**config.mk**
```make
export PLATFORM = sky130hd
export DESIGN_NAME = waveform_column_minmax_decimator
export DESIGN_NICKNAME = d
export VERILOG_FILES = /design/src/sv/wcmd_pkg.sv /design/src/sv/waveform_column_minmax_decimator.sv /design/src/sv/wcmd_position.sv /design/src/sv/wcmd_envelope.sv
export SDC_FILE = /design/constraint.sdc
export NUM_CORES = 1
export LEC_CHECK = 0
export BUFFER_PORTS_ARGS = -buffer_cell sky130_fd_sc_hd__buf_2
export CAP_MARGIN = 10
export CORE_MARGIN = 5
export CORE_UTILIZATION = 36
export CTS_BUF_LIST = sky130_fd_sc_hd__clkbuf_8
export CTS_CLUSTER_SIZE = 28
export DETAILED_ROUTE_END_ITERATION = 8
export GPL_ROUTABILITY_DRIVEN = 0
export REMOVE_ABC_BUFFERS = 1
export SETUP_SLACK_MARGIN = 0.05
export SLEW_MARGIN = 30
export SYNTH_ARGS = -nofsm -noshare
export SYNTH_HDL_FRONTEND = slang
export SYNTH_SLANG_ARGS = --single-unit
```
**constraint.sdc**
```tcl
create_clock -name aclk -period 10.9 [get_ports aclk]
set_input_delay 1.635 -clock aclk [delete_from_list [all_inputs] [get_ports aclk]]
set_output_delay 1.635 -clock aclk [all_outputs]
set_load 0.005 [all_outputs]
```
**src/sv/wcmd_pkg.sv**
```systemverilog
// Shared types and constants for the waveform column min/max decimator.
// No dependencies; imported by every module of the block.
package wcmd_pkg;

    // Fixed widths of the config registers and result fields
    localparam int STEP_W    = 16;
    localparam int COUNT_W   = 13;
    localparam int COLUMN_W  = 12;
    localparam int ROW_W     = 8;
    localparam int FRAC_W    = 16;
    localparam int CFG_ADDR_W = 2;
    localparam int CFG_DATA_W = 16;

    // Config register indexes
    localparam logic [CFG_ADDR_W-1:0] CFG_PIXEL_STEP   = 2'd0;
    localparam logic [CFG_ADDR_W-1:0] CFG_COLUMN_COUNT = 2'd1;

    // Register reset values
    localparam logic [STEP_W-1:0]  PIXEL_STEP_RST   = 16'd4096;
    localparam logic [COUNT_W-1:0] COLUMN_COUNT_RST = 13'd1024;

    // Column tracker status handed to the envelope and output stage
    typedef struct packed {
        logic                bar;     // integer column changed on this sample
        logic [COLUMN_W-1:0] column;  // column just left
    } wcmd_pos_stat_t;

endpackage

```
**src/sv/waveform_column_minmax_decimator.sv**
```systemverilog
// Min/max envelope decimator, one bar per finished column. It takes one input beat
// per cycle while no bar is stalled: an accepted sample waits in the input register
// until the result register can take a bar; its bar, if any, is registered onto m_*.
// The single position add/compare/wrap path and the min/max fold set that rate.
// Reset (aresetn, sync, active low): position 0, min/max empty, registers to defaults.
// Depends on wcmd_pkg, wcmd_position, wcmd_envelope.
module waveform_column_minmax_decimator #(
    parameter int MAX_COLUMNS = 4096,
    parameter int SAMPLE_BITS = 16
) (
    input  logic                             aclk,
    input  logic                             aresetn,
    // config write port
    input  logic                             cfg_we,
    input  logic [wcmd_pkg::CFG_ADDR_W-1:0]  cfg_addr,
    input  logic [wcmd_pkg::CFG_DATA_W-1:0]  cfg_wdata,
    // sample input
    input  logic                             s_valid,
    output logic                             s_ready,
    input  logic signed [SAMPLE_BITS-1:0]    s_sample,
    // bar output
    output logic                             m_valid,
    input  logic                             m_ready,
    output logic [wcmd_pkg::COLUMN_W-1:0]    m_column,
    output logic [wcmd_pkg::ROW_W-1:0]       m_row_low,
    output logic [wcmd_pkg::ROW_W-1:0]       m_row_high
);
    import wcmd_pkg::*;

    // Config registers
    logic [STEP_W-1:0]  pixel_step_reg;
    logic [COUNT_W-1:0] column_count_reg;

    // Input register
    logic                   in_valid_reg;
    logic [SAMPLE_BITS-1:0] in_sample_reg;

    // Result register
    logic                out_valid_reg;
    logic [COLUMN_W-1:0] out_column_reg;
    logic [ROW_W-1:0]    out_row_low_reg, out_row_high_reg;

    logic           s_fire, proc_fire, out_take;
    wcmd_pos_stat_t pos_stat;
    logic [ROW_W-1:0] row_low, row_high;

    always_ff @(posedge aclk) begin
        if (!aresetn) begin
            pixel_step_reg   <= PIXEL_STEP_RST;
            column_count_reg <= COLUMN_COUNT_RST;
        end else if (cfg_we) begin
            unique case (cfg_addr)
                CFG_PIXEL_STEP:   pixel_step_reg   <= cfg_wdata[STEP_W-1:0];
                CFG_COLUMN_COUNT: column_count_reg <= cfg_wdata[COUNT_W-1:0];
                default: ;
            endcase
        end
    end

    // The held sample is folded in once the result register can take its bar.
    // A stalled bar only blocks the sample behind it; an empty input register
    // still accepts a beat.
    assign out_take  = out_valid_reg && m_ready;
    assign proc_fire = in_valid_reg && (!out_valid_reg || m_ready);
    assign s_ready   = !in_valid_reg || proc_fire;
    assign s_fire    = s_valid && s_ready;

    always_ff @(posedge aclk) begin
        if (!aresetn) begin
            in_valid_reg <= 1'b0;
        end else if (s_fire) begin
            in_valid_reg <= 1'b1;
        end else if (proc_fire) begin
            in_valid_reg <= 1'b0;
        end
    end

    always_ff @(posedge aclk) begin
        if (s_fire) begin
            in_sample_reg <= s_sample;
        end
    end

    wcmd_position #(
        .MAX_COLUMNS (MAX_COLUMNS)
    ) u_position (
        .aclk         (aclk),
        .aresetn      (aresetn),
        .advance      (proc_fire),
        .pixel_step   (pixel_step_reg),
        .column_count (column_count_reg),
        .stat         (pos_stat)
    );

    wcmd_envelope #(
        .SAMPLE_BITS (SAMPLE_BITS)
    ) u_envelope (
        .aclk     (aclk),
        .aresetn  (aresetn),
        .advance  (proc_fire),
        .bar      (pos_stat.bar),
        .sample   (in_sample_reg),
        .row_low  (row_low),
        .row_high (row_high)
    );

    // Result register: loads a bar when a processed sample leaves its column
    always_ff @(posedge aclk) begin
        if (!aresetn) begin
            out_valid_reg <= 1'b0;
        end else if (proc_fire && pos_stat.bar) begin
            out_valid_reg <= 1'b1;
        end else if (out_take) begin
            out_valid_reg <= 1'b0;
        end
    end

    always_ff @(posedge aclk) begin
        if (proc_fire && pos_stat.bar) begin
            out_column_reg   <= pos_stat.column;
            out_row_low_reg  <= row_low;
            out_row_high_reg <= row_high;
        end
    end

    assign m_valid    = out_valid_reg;
    assign m_column   = out_column_reg;
    assign m_row_low  = out_row_low_reg;
    assign m_row_high = out_row_high_reg;

endmodule

```
**src/sv/wcmd_position.sv**
```systemverilog
// Fractional pixel position accumulator with wrap at the column count.
// Depends on wcmd_pkg.
module wcmd_position #(
    parameter int MAX_COLUMNS = 4096
) (
    input  logic                           aclk,
    input  logic                           aresetn,
    input  logic                           advance,
    input  logic [wcmd_pkg::STEP_W-1:0]    pixel_step,
    input  logic [wcmd_pkg::COUNT_W-1:0]   column_count,
    output wcmd_pkg::wcmd_pos_stat_t       stat
);
    import wcmd_pkg::*;

    localparam int COL_BITS = $clog2(MAX_COLUMNS);
    localparam int CNT_BITS = COL_BITS + 1;
    localparam int CMP_BITS = (CNT_BITS > COUNT_W) ? CNT_BITS : COUNT_W;
    localparam int POS_W    = COL_BITS + FRAC_W;

    logic [POS_W-1:0]    pos_reg, pos_next;
    logic [CMP_BITS-1:0] count_ext, count_eff;
    logic [POS_W:0]      sum;
    logic [CNT_BITS-1:0] sum_int;
    logic [CMP_BITS-1:0] sum_int_ext, wrapped;
    logic [COL_BITS-1:0] old_col, new_col;

    // Out-of-range count (zero or above the max) runs as the max
    always_comb begin
        count_ext = CMP_BITS'(column_count);
        if (column_count == '0 || count_ext > CMP_BITS'(MAX_COLUMNS)) begin
            count_eff = CMP_BITS'(MAX_COLUMNS);
        end else begin
            count_eff = count_ext;
        end
    end

    // One add, one compare, at most one subtract per sample
    always_comb begin
        sum         = {1'b0, pos_reg} + (POS_W+1)'(pixel_step);
        sum_int     = sum[POS_W:FRAC_W];
        sum_int_ext = CMP_BITS'(sum_int);
        wrapped     = sum_int_ext - count_eff;
        if (sum_int_ext >= count_eff) begin
            new_col = wrapped[COL_BITS-1:0];
        end else begin
            new_col = sum_int[COL_BITS-1:0];
        end
        old_col     = pos_reg[POS_W-1:FRAC_W];
        pos_next    = {new_col, sum[FRAC_W-1:0]};
        stat.bar    = (new_col != old_col);
        stat.column = COLUMN_W'(old_col);
    end

    always_ff @(posedge aclk) begin
        if (!aresetn) begin
            pos_reg <= '0;
        end else if (advance) begin
            pos_reg <= pos_next;
        end
    end

endmodule

```
**src/sv/wcmd_envelope.sv**
```systemverilog
// Running min/max tracker and row mapping for one display column.
// Depends on wcmd_pkg.
module wcmd_envelope #(
    parameter int SAMPLE_BITS = 16
) (
    input  logic                          aclk,
    input  logic                          aresetn,
    input  logic                          advance,
    input  logic                          bar,
    input  logic [SAMPLE_BITS-1:0]        sample,
    output logic [wcmd_pkg::ROW_W-1:0]    row_low,
    output logic [wcmd_pkg::ROW_W-1:0]    row_high
);
    import wcmd_pkg::*;

    localparam logic signed [SAMPLE_BITS-1:0] EMPTY_MIN = {1'b0, {(SAMPLE_BITS-1){1'b1}}};
    localparam logic signed [SAMPLE_BITS-1:0] EMPTY_MAX = {1'b1, {(SAMPLE_BITS-1){1'b0}}};
    localparam int T_W = SAMPLE_BITS + 8;

    logic signed [SAMPLE_BITS-1:0] min_reg, min_next, max_reg, max_next;
    logic signed [SAMPLE_BITS-1:0] s, min_fold, max_fold;

    // floor(128 + 127*s) with s as a fraction of full scale; never negative
    function automatic logic [ROW_W-1:0] row_of(input logic [SAMPLE_BITS-1:0] v);
        logic [T_W-1:0] ext;
        logic [T_W-1:0] t;
        ext = {{8{v[SAMPLE_BITS-1]}}, v};
        t   = (ext << 7) - ext + (T_W'(1) << (SAMPLE_BITS + 6));
        return t[SAMPLE_BITS+6:SAMPLE_BITS-1];
    endfunction

    always_comb begin
        s        = sample;
        min_fold = (s < min_reg) ? s : min_reg;
        max_fold = (s > max_reg) ? s : max_reg;
        row_low  = row_of(min_fold);
        row_high = row_of(max_fold);
        if (bar) begin
            min_next = EMPTY_MIN;
            max_next = EMPTY_MAX;
        end else begin
            min_next = min_fold;
            max_next = max_fold;
        end
    end

    always_ff @(posedge aclk) begin
        if (!aresetn) begin
            min_reg <= EMPTY_MIN;
            max_reg <= EMPTY_MAX;
        end else if (advance) begin
            min_reg <= min_next;
            max_reg <= max_next;
        end
    end

endmodule

```
==> results_dict.tcl <==
set metrics [dict create \
    status "finished, final reports clean" \
    wire_per_inst_um 15.3 \
    htreeDepth 4 \
    slew_viol_final 0 \
    grt_pass1_wl_um 34000 \
    firstDrtPassIters 5 \
    synth.area.top_cells "dfxtp_1 (20%), ha_1 (16%), edfxtp_1 (14%), nand2_1 (4.4%), a21oi_1 (3.0%)" \
    hold_depth 2 \
    hold_viol 0 \
    fin_crit_ps 6270 \
    crit_path_start_kind "flop" \
    p_switching_w 0.000482 \
    timing.final.crit_share_pct 57.5 \
    clkPwrFrac_pct 27.8 \
    final_cells 1374 \
    worstMarginPinSlew_ps 940 \
    grt_pass1_vias 6699 \
    n_antenna_cell 0 \
    ant_nets 0 \
    synth_top_area_cell "dfxtp_1" \
    path_cells "ha_1, inv_1, fa_1, nor2b_1, o21ai_1, a2111oi_2, o311ai_2, o21ai_1, a21oi_2, or2_2, nor2_1, xnor2_1, ha_1, a21o_1, a21o_1, a2111oi_4, o21bai_1, a21o_1, a21oi_2, buf_4, o32ai_2, o21a_1, nor2_4" \
    core_um2 25100 \
    ys_ff_latch 135 \
    crit_buf_inv 2 \
    synth_flop_cell "dfxtp_1" \
    netlist_area_um2 9170 \
    top_level_ports 69 \
    drt_iter0_drc 309 \
    synth_top_cell_area_share_pct 19.9 \
    fmax_mhz 159 \
    fin_worst_skew_ps 22.6 \
    num_vias 7031 \
    crit_top_cell "a21o_1" \
    area_growth_pct 11.0 \
    critical_path.top_delay_family "compound AO/OA/AOI/OAI gates" \
    rows 58 \
    cts-buffers-inserted 17 \
    async_reset_ff_share_pct 0 \
    die_area_um2 28800 \
    drc 0 \
    max_cap_violations 0 \
    dp_cells 1342 \
    total_leakage_power_nw 4.36 \
    overflow 0 \
    crit_slowest_cell "nor2_4" \
    final_core_util_pct 40.5 \
    cp.required_ps 10960 \
    r2r-start "pixel_step_reg[0]" \
    reg2reg_depth 23 \
    endpoint_kind "flop" \
    root_buffer "clkbuf_8" \
    r2r_end "m_row_high[0]" \
    setup_violations 0 \
    dp_hpwl_um 16200 \
    grt.total_usage_pct 14.7 \
    swShare_pct 33.6 \
    synthDistinctLibCells 77 \
    ys_warn_count 0 \
    hp-class "flop to flop" \
    synth.avg_cell_area_um2 9.39 \
    p_seq_share_pct 40.6 \
    cts.sinks 135 \
    syn_inst 976 \
    pwr-share-comb_pct 31.6 \
    antenna_found_initial 0 \
    p_per_area_nw_per_um2 141 \
    cts_resized 0 \
    critPathKind "flop to flop" \
    synth_common_cells "ha_1 (118), nand2_1 (108), dfxtp_1 (91)" \
    min_to "u_position.pos_reg[4]" \
    worstPathArrival_ps 6330 \
    ir_worst_vdd_mv 0.0603 \
    hold_start "u_position.pos_reg[4]" \
    initial_core_util_pct 36.5 \
    cts_tree "yes" \
    rsz0062_at_grt "false" \
    layout-drive-gt1-share_pct 16.5 \
    slew_headroom_pct 37.1 \
    crit_fanout 28 \
    grt_max_degree 44 \
    power.internal_w 0.000951 \
    fin_setup_tns_ps 0 \
    cts_buffer_depth 2 \
    finalNetCount 1190 \
    synth.most_common_cell "ha_1" \
    crit_path_max_incr_delay_ps 720 \
    worstSkewPairLatency_ps 450 \
    regToRegSetupSlack_ps 4630 \
    die_w_um 170 \
    vias_per_cell 5.12 \
    die_height_um 170 \
    numPortBuffers 68 \
    synth_edf_count 44 \
    seq_area_frac_synth_pct 34.3 \
    drt-total-wl_um 21000 \
    postCtsSetupBuffers 0 \
    path_clk_slew_ps 80 \
    ctsHoldBuffers 0 \
    largest_reg_flops 28 \
]
-- cells by family after synthesis --
| logic type | after synthesis | synth area share, % |
|---|---|---|
| compound gates | 249 | 20.5 |
| xor+xnor | 54 | 5.31 |
| fa+ha+maj | 120 | 16.5 |
| buf+inv | 107 | 4.83 |
| flops | 135 | 34.3 |
| mux | 26 | 3.03 |
| simple gates | 285 | 15.5 |
-- tightest hold or removal path: cells and delay by family (launching register included) --
kind,cells,cell delay (ps)
compound gates,1,60
flops,1,320
simple gates,1,50
-- how the worst max path moves through the flow --
stage / startpoint / to / slack [ps] / depth (start not counted)
5_1_grt: pixel_step_reg[0] / m_row_high[0] / 4200 / 23
2_1_floorplan: pixel_step_reg[0] / m_column[0] / 4270 / 22
3_5_place_dp: pixel_step_reg[0] / m_row_low[7] / 4600 / 23
3_3_place_gp: pixel_step_reg[0] / m_row_low[7] / 4690 / 23
6_report: pixel_step_reg[0] / m_row_high[0] / 4630 / 23
4_1_cts: pixel_step_reg[0] / m_row_high[0] / 4570 / 23
-- layout by cell type (no fill, tap or decap), drive strengths merged, types with 24 or more instances in the layout --
cell | Yosys | layout
a21o | 24 | 24
a21oi | 60 | 60
buf | 9 | 75
dfxtp | 91 | 91
edfxtp | 44 | 44
ha | 118 | 118
inv | 68 | 74
nand2 | 109 | 109
nor2 | 34 | 34
o21ai | 53 | 53
xnor2 | 29 | 29
xor2 | 24 | 24
-- metal layers --
metal	global-route usage [%]	wire (um)	up-vias
met2	23.7	9570	153
met5	0	0	-
met1	19.9	10200	3219
met4	4.48	352	0
met3	3.03	908	26
li1	-	-	3633
-- through the flow --
step / setup WS (ps) / hold WS [ps] / total power (W) / cell area [um^2]
after global placement: 4690 / 454 / 0.00104 / 9790
after detailed placement: 4600 / 463 / 0.00105 / 9800
after CTS: 4570 / 475 / 0.00145 / 10200
after floorplan: 4270 / 441 / 0.000936 / 8980
after global routing: 4200 / 493 / 0.00153 / 10200
final: 4630 / 469 / 0.00143 / 10200
-- power by group through the flow --
stage / Combinational [W] / Clock, W / Sequential, W
CTS: 0.000458 / 0.000412 / 0.000582
detailed placement: 0.000455 / 0 / 0.000593
finish: 0.000454 / 0.000398 / 0.000582
floorplan: 0.000348 / 0 / 0.000587
global route: 0.000511 / 0.000437 / 0.000585
global placement: 0.000449 / 0 / 0.000593
-- final cells by class --
| class | count | area (um^2) |
|---|---|---|
| Clock buffer | 18 | 248 |
| Clock inverter | 14 | 124 |
| Fill cell | 2530 | 14900 |
| Inverter | 68 | 255 |
| Multi-Input combinational cell | 734 | 5590 |
| Sequential cell | 135 | 3140 |
| Tap cell | 330 | 413 |
| Timing Repair Buffer | 75 | 400 |
Power figures use the tool's default switching activity.
